File: config.mk
export PLATFORM = sky130hd
export DESIGN_NAME = parameter_id_table_core
export DESIGN_NICKNAME = d
export VERILOG_FILES = /design/src/hw/rtl/ptab_pkg.sv /design/src/hw/rtl/ptab_ram.sv /design/src/hw/rtl/ptab_front.sv /design/src/hw/rtl/ptab_back.sv /design/src/hw/rtl/parameter_id_table_core.sv
export SDC_FILE = /design/constraint.sdc
export NUM_CORES = 2
export LEC_CHECK = 0
export BUFFER_PORTS_ARGS = -buffer_cell sky130_fd_sc_hd__buf_2
export CAP_MARGIN = 10
export CORE_ASPECT_RATIO = 0.5
export CORE_MARGIN = 2
export CORE_UTILIZATION = 60
export CTS_CLUSTER_DIAMETER = 150
export DETAILED_ROUTE_END_ITERATION = 10
export GPL_TIMING_DRIVEN = 0
export PLACE_DENSITY_LB_ADDON = 0.25
export REMOVE_ABC_BUFFERS = 1
export SYNTH_ARGS = -nofsm -noshare
export SYNTH_HDL_FRONTEND = slang
export SYNTH_SLANG_ARGS = --single-unit
export TNS_END_PERCENT = 20
File: constraint.sdc
create_clock -name clock -period 14.8 [get_ports clock]
set_input_delay 0.74 -clock clock [delete_from_list [all_inputs] [get_ports clock]]
set_output_delay 0.74 -clock clock [all_outputs]
set_load 0.005 [all_outputs]
File: src/hw/rtl/ptab_pkg.sv
`timescale 1ns / 1ps

package ptab_pkg;

   localparam int ID_W   = 32;
   localparam int DATA_W = 64;
   localparam int LEN_W  = 4;
   localparam int STAT_W = 3;

   localparam int DEF_ENTRIES     = 32;
   localparam int DEF_VALUE_BYTES = 8;

   // request kinds
   localparam logic REQ_GET = 1'b0;
   localparam logic REQ_SET = 1'b1;

   // result codes
   localparam logic [STAT_W-1:0] ST_FOUND     = 3'd0;
   localparam logic [STAT_W-1:0] ST_NOT_FOUND = 3'd1;
   localparam logic [STAT_W-1:0] ST_UPDATED   = 3'd2;
   localparam logic [STAT_W-1:0] ST_ADDED     = 3'd3;
   localparam logic [STAT_W-1:0] ST_FULL      = 3'd4;

   typedef struct packed {
      logic              req_type;
      logic [ID_W-1:0]   param_id;
      logic [DATA_W-1:0] value_in;
      logic [LEN_W-1:0]  value_len_in;
   } ptab_req_type;

   typedef struct packed {
      logic [STAT_W-1:0] status;
      logic [DATA_W-1:0] value_out;
      logic [LEN_W-1:0]  value_len_out;
   } ptab_rsp_type;

   // classified request between front and back
   typedef struct packed {
      logic              is_set;
      logic [ID_W-1:0]   param_id;
      logic [DATA_W-1:0] value;
      logic [LEN_W-1:0]  value_len;
   } ptab_cmd_type;

endpackage

File: src/hw/rtl/ptab_ram.sv
`timescale 1ns / 1ps

module ptab_ram #(
   parameter int WIDTH = 8,
   parameter int DEPTH = 32,
   parameter int AW    = (DEPTH > 1) ? $clog2(DEPTH) : 1
) (
   input  logic             clock,
   input  logic             wr_en,
   input  logic [AW-1:0]    wr_addr,
   input  logic [WIDTH-1:0] wr_data,
   input  logic [AW-1:0]    rd_addr,
   output logic [WIDTH-1:0] rd_data
);

   logic [WIDTH-1:0] mem_ff [DEPTH];
   logic [WIDTH-1:0] rd_data_ff;

   always_ff @(posedge clock) begin
      if (wr_en) begin
         mem_ff[wr_addr] <= wr_data;
      end
      rd_data_ff <= mem_ff[rd_addr];
   end

   assign rd_data = rd_data_ff;

endmodule

File: src/hw/rtl/ptab_front.sv
`timescale 1ns / 1ps

module ptab_front #(
   parameter int VALUE_BYTES = ptab_pkg::DEF_VALUE_BYTES
) (
   input  logic                  clock,
   input  logic                  reset,
   input  logic                  req_valid,
   output logic                  req_stall,
   input  ptab_pkg::ptab_req_type req_data,
   output logic                  cmd_valid,
   input  logic                  cmd_pop,
   output ptab_pkg::ptab_cmd_type cmd_data
);

   import ptab_pkg::*;

   localparam int QDEPTH = 2;

   ptab_cmd_type     q_ff [QDEPTH];
   logic             wr_ptr_ff, wr_ptr_in;
   logic             rd_ptr_ff, rd_ptr_in;
   logic [1:0]       count_ff, count_in;
   logic             push;
   logic             pop;
   logic [LEN_W-1:0] len_sat;
   ptab_cmd_type     cmd_new;

   // saturate length, clear bytes past it
   always_comb begin
      if (req_data.value_len_in > LEN_W'(VALUE_BYTES)) begin
         len_sat = LEN_W'(VALUE_BYTES);
      end else begin
         len_sat = req_data.value_len_in;
      end
      cmd_new.is_set    = (req_data.req_type == REQ_SET);
      cmd_new.param_id  = req_data.param_id;
      cmd_new.value_len = len_sat;
      for (int b = 0; b < DATA_W / 8; b++) begin
         if (LEN_W'(b) < len_sat) begin
            cmd_new.value[b*8 +: 8] = req_data.value_in[b*8 +: 8];
         end else begin
            cmd_new.value[b*8 +: 8] = 8'h00;
         end
      end
   end

   assign req_stall = (count_ff == 2'(QDEPTH));
   assign push      = req_valid && !req_stall;
   assign cmd_valid = (count_ff != 2'd0);
   assign pop       = cmd_pop && cmd_valid;
   assign cmd_data  = q_ff[rd_ptr_ff];

   always_comb begin
      wr_ptr_in = push ? !wr_ptr_ff : wr_ptr_ff;
      rd_ptr_in = pop ? !rd_ptr_ff : rd_ptr_ff;
      count_in  = count_ff + 2'(push) - 2'(pop);
   end

   always_ff @(posedge clock) begin
      if (reset) begin
         wr_ptr_ff <= 1'b0;
         rd_ptr_ff <= 1'b0;
         count_ff  <= 2'd0;
      end else begin
         wr_ptr_ff <= wr_ptr_in;
         rd_ptr_ff <= rd_ptr_in;
         count_ff  <= count_in;
      end
   end

   always_ff @(posedge clock) begin
      if (push) begin
         q_ff[wr_ptr_ff] <= cmd_new;
      end
   end

endmodule

File: src/hw/rtl/ptab_back.sv
`timescale 1ns / 1ps

module ptab_back #(
   parameter int ENTRIES     = ptab_pkg::DEF_ENTRIES,
   parameter int VALUE_BYTES = ptab_pkg::DEF_VALUE_BYTES
) (
   input  logic                  clock,
   input  logic                  reset,
   input  logic                  cmd_valid,
   output logic                  cmd_pop,
   input  ptab_pkg::ptab_cmd_type cmd_data,
   output logic                  rsp_valid,
   input  logic                  rsp_stall,
   output ptab_pkg::ptab_rsp_type rsp_data
);

   import ptab_pkg::*;

   localparam int IDX_W = (ENTRIES > 1) ? $clog2(ENTRIES) : 1;
   localparam int VW    = VALUE_BYTES * 8;
   localparam int RAM_W = ID_W + LEN_W + VW;
   localparam logic [IDX_W-1:0] LAST_IDX = IDX_W'(ENTRIES - 1);

   localparam logic [1:0] S_IDLE  = 2'd0;
   localparam logic [1:0] S_SCAN  = 2'd1;
   localparam logic [1:0] S_DRAIN = 2'd2;
   localparam logic [1:0] S_DONE  = 2'd3;

   logic [1:0]         state_ff, state_in;
   ptab_cmd_type       cmd_ff, cmd_in;
   logic [IDX_W-1:0]   addr_ff, addr_in;
   logic               chk_valid_ff, chk_valid_in;
   logic [IDX_W-1:0]   chk_idx_ff, chk_idx_in;
   logic               hit_ff, hit_in;
   logic [IDX_W-1:0]   hit_idx_ff, hit_idx_in;
   logic [LEN_W-1:0]   hit_len_ff, hit_len_in;
   logic [VW-1:0]      hit_val_ff, hit_val_in;
   logic               free_ff, free_in;
   logic [IDX_W-1:0]   free_idx_ff, free_idx_in;
   logic [ENTRIES-1:0] used_ff, used_in;
   logic               rsp_valid_ff, rsp_valid_in;
   ptab_rsp_type       rsp_data_ff, rsp_data_in;

   logic               wr_en;
   logic [IDX_W-1:0]   wr_addr;
   logic [RAM_W-1:0]   wr_data;
   logic [RAM_W-1:0]   rd_data;
   logic [ID_W-1:0]    rd_id;
   logic [LEN_W-1:0]   rd_len;
   logic [VW-1:0]      rd_val;
   logic               chk_used;
   logic               commit;

   assign rd_id  = rd_data[VW + LEN_W +: ID_W];
   assign rd_len = rd_data[VW +: LEN_W];
   assign rd_val = rd_data[VW-1:0];

   ptab_ram #(
      .WIDTH (RAM_W),
      .DEPTH (ENTRIES),
      .AW    (IDX_W)
   ) u_ram (
      .clock   (clock),
      .wr_en   (wr_en),
      .wr_addr (wr_addr),
      .wr_data (wr_data),
      .rd_addr (addr_ff),
      .rd_data (rd_data)
   );

   assign chk_used = used_ff[chk_idx_ff];
   assign commit   = (state_ff == S_DONE) && (!rsp_valid_ff || !rsp_stall);

   always_comb begin
      state_in     = state_ff;
      cmd_in       = cmd_ff;
      addr_in      = addr_ff;
      chk_valid_in = 1'b0;
      chk_idx_in   = chk_idx_ff;
      hit_in       = hit_ff;
      hit_idx_in   = hit_idx_ff;
      hit_len_in   = hit_len_ff;
      hit_val_in   = hit_val_ff;
      free_in      = free_ff;
      free_idx_in  = free_idx_ff;
      used_in      = used_ff;
      rsp_valid_in = rsp_valid_ff && rsp_stall;
      rsp_data_in  = rsp_data_ff;
      cmd_pop      = 1'b0;
      wr_en        = 1'b0;
      wr_addr      = hit_ff ? hit_idx_ff : free_idx_ff;
      wr_data      = {cmd_ff.param_id, cmd_ff.value_len, cmd_ff.value[VW-1:0]};

      // compare the entry read in the previous cycle
      if (chk_valid_ff) begin
         if (chk_used) begin
            if (!hit_ff && rd_id == cmd_ff.param_id) begin
               hit_in     = 1'b1;
               hit_idx_in = chk_idx_ff;
               hit_len_in = rd_len;
               hit_val_in = rd_val;
            end
         end else if (!free_ff) begin
            free_in     = 1'b1;
            free_idx_in = chk_idx_ff;
         end
      end

      unique case (state_ff)
         S_IDLE: begin
            if (cmd_valid) begin
               cmd_pop  = 1'b1;
               cmd_in   = cmd_data;
               addr_in  = '0;
               hit_in   = 1'b0;
               free_in  = 1'b0;
               state_in = S_SCAN;
            end
         end
         S_SCAN: begin
            chk_valid_in = 1'b1;
            chk_idx_in   = addr_ff;
            if (addr_ff == LAST_IDX) begin
               state_in = S_DRAIN;
            end else begin
               addr_in = addr_ff + 1'b1;
            end
         end
         S_DRAIN: begin
            state_in = S_DONE;
         end
         S_DONE: begin
            if (commit) begin
               rsp_valid_in = 1'b1;
               rsp_data_in  = '0;
               if (!cmd_ff.is_set) begin
                  if (hit_ff) begin
                     rsp_data_in.status        = ST_FOUND;
                     rsp_data_in.value_out     = DATA_W'(hit_val_ff);
                     rsp_data_in.value_len_out = hit_len_ff;
                  end else begin
                     rsp_data_in.status = ST_NOT_FOUND;
                  end
               end else if (hit_ff) begin
                  rsp_data_in.status = ST_UPDATED;
                  wr_en              = 1'b1;
               end else if (free_ff) begin
                  rsp_data_in.status    = ST_ADDED;
                  wr_en                 = 1'b1;
                  used_in[free_idx_ff]  = 1'b1;
               end else begin
                  rsp_data_in.status = ST_FULL;
               end
               state_in = S_IDLE;
            end
         end
         default: begin
            state_in = S_IDLE;
         end
      endcase
   end

   always_ff @(posedge clock) begin
      if (reset) begin
         state_ff     <= S_IDLE;
         chk_valid_ff <= 1'b0;
         used_ff      <= '0;
         rsp_valid_ff <= 1'b0;
      end else begin
         state_ff     <= state_in;
         chk_valid_ff <= chk_valid_in;
         used_ff      <= used_in;
         rsp_valid_ff <= rsp_valid_in;
      end
   end

   always_ff @(posedge clock) begin
      cmd_ff      <= cmd_in;
      addr_ff     <= addr_in;
      chk_idx_ff  <= chk_idx_in;
      hit_ff      <= hit_in;
      hit_idx_ff  <= hit_idx_in;
      hit_len_ff  <= hit_len_in;
      hit_val_ff  <= hit_val_in;
      free_ff     <= free_in;
      free_idx_ff <= free_idx_in;
      rsp_data_ff <= rsp_data_in;
   end

   assign rsp_valid = rsp_valid_ff;
   assign rsp_data  = rsp_data_ff;

endmodule

File: src/hw/rtl/parameter_id_table_core.sv
`timescale 1ns / 1ps

// parameter table keyed by a 32-bit id, ENTRIES entries deep. a get request returns the value
// and byte length stored for the id (status found) or reports not found with zero value and
// length; a set request overwrites the first used entry with that id (updated), else claims the
// lowest free entry (added), else reports table full and drops the value. set lengths above
// VALUE_BYTES are saturated and bytes past the length are stored as zero. reset clears all used
// flags at once; no clearing pass is needed. each request passes through the back end in order:
// pick-up from the queue, a scan of every entry through the single read port of the entry
// memory, a drain of the registered read, then the write and load of the result, which waits
// while a held result is stalled. a two-deep request queue and a result register let the
// requester and the consumer run ahead of or behind the scan.
module parameter_id_table_core #(
   parameter int ENTRIES     = ptab_pkg::DEF_ENTRIES,
   parameter int VALUE_BYTES = ptab_pkg::DEF_VALUE_BYTES
) (
   input  logic                  clock,
   input  logic                  reset,
   // request channel
   input  logic                  req_valid,
   output logic                  req_stall,
   input  ptab_pkg::ptab_req_type req_data,
   // result channel
   output logic                  rsp_valid,
   input  logic                  rsp_stall,
   output ptab_pkg::ptab_rsp_type rsp_data
);

   import ptab_pkg::*;

   // classified request handed from the queue to the scan engine
   logic         cmd_valid;
   logic         cmd_pop;
   ptab_cmd_type cmd_data;

   // front: length saturation, byte masking and the request queue
   ptab_front #(
      .VALUE_BYTES (VALUE_BYTES)
   ) u_front (
      .clock     (clock),
      .reset     (reset),
      .req_valid (req_valid),
      .req_stall (req_stall),
      .req_data  (req_data),
      .cmd_valid (cmd_valid),
      .cmd_pop   (cmd_pop),
      .cmd_data  (cmd_data)
   );

   // back: linear scan of the entry memory, commit of set, result register
   ptab_back #(
      .ENTRIES     (ENTRIES),
      .VALUE_BYTES (VALUE_BYTES)
   ) u_back (
      .clock     (clock),
      .reset     (reset),
      .cmd_valid (cmd_valid),
      .cmd_pop   (cmd_pop),
      .cmd_data  (cmd_data),
      .rsp_valid (rsp_valid),
      .rsp_stall (rsp_stall),
      .rsp_data  (rsp_data)
   );

endmodule

==> out/qor.yml <==
grt_usage_pct: 32.12
vias: 69166
slowest_delay_ns: 1.06
min_period_over_period_pct: 34.20
postRouteAntennaNets: 0
drcViolationCount: 0
grt_pass1_vias: 69913
ir_worst_vdd_mv: 0.1116
rsz0062_at_grt: "false"
slowest_stage: "nor4_1"
synthArstFlopShare_pct: 0
seq_area_frac_synth_pct: 79.74
post_cts_buffers: 0
maxSlewHeadroom_pct: 4.313
ioPinCount: 178
path_cells: "xor2_1 -> nor4_1 -> nand4_1 -> nor3_2 -> buf_6 -> o21ai_0 -> nor2_4 -> buf_12 -> buf_12"
antenna_found_initial: 10
finalHoldViolations: 0
hold_buffers: 0
synth_cells: 5710
num_rows: 125
period_minus_slack_ns: 5.061
r2r_cells: 9
drt_iter0_drc: 12071
instances_no_fill: 9727
crit_fanout: 33
area_delta_synth_final_pct: 16.92
core_um2: 233300
die_area_um2: 239900
synth_top_cell_by_area: "edfxtp_1"
synth_top_cell_area_share_pct: 77.73
fmax_mhz: 197.6
fill_cells: 12243
cpLargestDelayFamily: "simple AND/OR/NAND/NOR gates"
cp-endpoint: "u_back.hit_val_ff[61]"
total_leakage_power_uw: 0.05206
crit_buf_inv: 3
clkSinkCount: 3804
worstSetupStartpoint: "u_back.cmd_ff[81]"
grt_overflow: 0
crit_top_cell: "buf_12"
hpwlAfterDp_mm: 226.1
worstMarginPinSlew_ns: 1.424
criticalPathCategory: "reg -> reg"
synth_edf_count: 3662
grt_pass1_wl_mm: 536.3
clk_latency_ns: 0.88
status: "finished clean"
placed_cells: 9153
clk_pin_slew_ns: 0.07
htree_levels: 5
cts_buffer_depth: 4
p_total_uw: 30590
cp_num_cells: 9
cts.repair.resized: 0
finalMaxSlewViolations: 0
hold_path.startpoint: "req_data[88]"
yosysMostFrequentCell: "edfxtp_1"
die_x_um: 690.7
routedWlPerCell_um: 39.58
r2r-end: "u_back.hit_val_ff[61]"
synthFlopType: "edfxtp_1"
synth.top_cells.by_count: "3662 x edfxtp_1, 1000 x mux4_2, 204 x mux2_2"
ys.warnings.count: 0
numPortBuffers: 177
grt_max_degree: 41
cts_root_buf: "clkbuf_16"
final_nets: 6478
finalSetupViolations: 0
hp-class: "in -> reg"
clock_skew_ns: 0.03958
gp_congestion: 0.7551
maxCapViolCount: 0
synth_area_leaders: "edfxtp_1 78%, mux4_2 16%, dfxtp_1 2.0%, mux2_2 1.6%, clkbuf_1 0.38%"
start_util_pct: 60.63
r2r_slack_ns: 9.74
postSynthAreaPerCell_um2: 24.78
firstDrtPassIters: 8
cts_buffers: 320
synth_area_um2: 141500
yosys_register_bits: 3804
layout-drive-gt1-share_pct: 34.56
powerDensity_nw_per_um2: 184.9
critPathLaunchType: "flip-flop"
reg2reg_from: "u_back.cmd_ff[81]"
ys_types: 38
critical_path_arrival_ns: 5.60
cts_tree: "yes"
viasPerCell: 7.111
wl_mm: 385.0
endpoint_kind: "flip-flop"
die_h_um: 347.4
critPathRequiredTime_ns: 15.34
## metal layers
metal | track usage [%] | share of wire [%] | up-vias
met5 | 0 | 0.015 | -
met4 | 13.14 | 4.7 | 8
met3 | 6.610 | 11 | 1073
met2 | 51.88 | 49 | 5811
met1 | 43.83 | 35 | 36613
li1 | - | - | 25661
## cells in the final DEF (no fill, tap or decap), types with 51 or more instances in the layout
cell type  netlist  layout
clkbuf_16        0     330
dfxtp_1        142     141
nor2_1          88      51
clkbuf_1       144      92
and2_1          80      80
buf_16           0     202
mux4_2        1000    1000
buf_12           0     203
mux2_2         204     204
nor2b_1         63      62
buf_2           38     177
edfxtp_1      3662    3662
## power by group
part           leakage, uW  internal, uW  total [uW]  switching (uW)
sequential          0.0343         13400       14600            1120
combinational       0.0128          4270        7500            3230
clock              0.00497          4680        8520            3840
total               0.0521         22400       30600            8190
## flip-flops by register name, summed over array words and instances, names as in the netlist, 5 cells and up
name / flops
u_back.u_ram.mem_ff: 3200
u_back.addr_ff: 5
u_back.hit_val_ff: 64
u_back.chk_idx_ff: 5
u_back.free_idx_ff: 5
u_back.cmd_ff: 101
u_back.used_ff: 32
u_back.rsp_data: 71
u_back.u_ram.rd_data: 100
u_front.q_ff: 202
u_back.hit_idx_ff: 5
## area by class of cell
class | count | area [um2] | area share [%]
timing repair buffer | 600 | 10760 | 6.506
tap | 3111 | 3892 | 2.353
sequential | 3804 | 112800 | 68.20
clock buffer | 449 | 8975 | 5.426
multi-input combinational | 1629 | 27700 | 16.75
clock inverter | 121 | 1226 | 0.7413
antenna | 4 | 10.01 | 0.006051
inverter | 9 | 33.78 | 0.02042
## logic make-up (layout without fill, tap and decap cells)
logic type / count (synthesis) / count (layout) / synth area share, %
AOI/OAI and AO/OA: 60 / 60 / 0.2352
xor gates and xnor gates: 38 / 38 / 0.2352
adders and majority gates: 9 / 9 / 0.07960
buffers and inverters: 277 / 1179 / 0.9171
DFF: 3804 / 3804 / 79.74
muxes: 1224 / 1224 / 17.68
other: 0 / 4 / 0
and+or+nand+nor: 298 / 298 / 1.113
## worst min path at each step
| stage | end | slack (ns) | depth (start not counted) |
|---|---|---|---|
| 3_5_place_dp | u_back.hit_val_ff[10] | 0.39 | 0 |
| 6_report | u_front.q_ff[0][88] | 0.06 | 1 |
| 3_3_place_gp | u_back.hit_val_ff[20] | 0.39 | 0 |
| 2_1_floorplan | u_back.hit_len_ff[0] | 0.39 | 0 |
| 5_1_grt | u_front.q_ff[1][98] | 0.03 | 1 |
| 4_1_cts | u_front.q_ff[0][99] | 0.01 | 1 |
## per-stage QoR
stage | TNS, ns | setup WS, ns | cell area (um2) | hold slack [ns] | utilization [%]
after floorplan | -2005.87 | -19.59 | 140200 | 0.3855 | -
after global placement | - | -32.32 | 145000 | 0.3912 | 62.14
after detailed placement | 0 | 9.922 | 155200 | 0.3887 | 66.51
after CTS | 0 | 9.891 | 165400 | 0.009544 | 70.88
after global routing | 0 | 9.698 | 165400 | 0.03346 | 70.88
final | 0 | 9.739 | 165400 | 0.06130 | 70.89
Note: power is estimated with default switching activity, not from simulation.
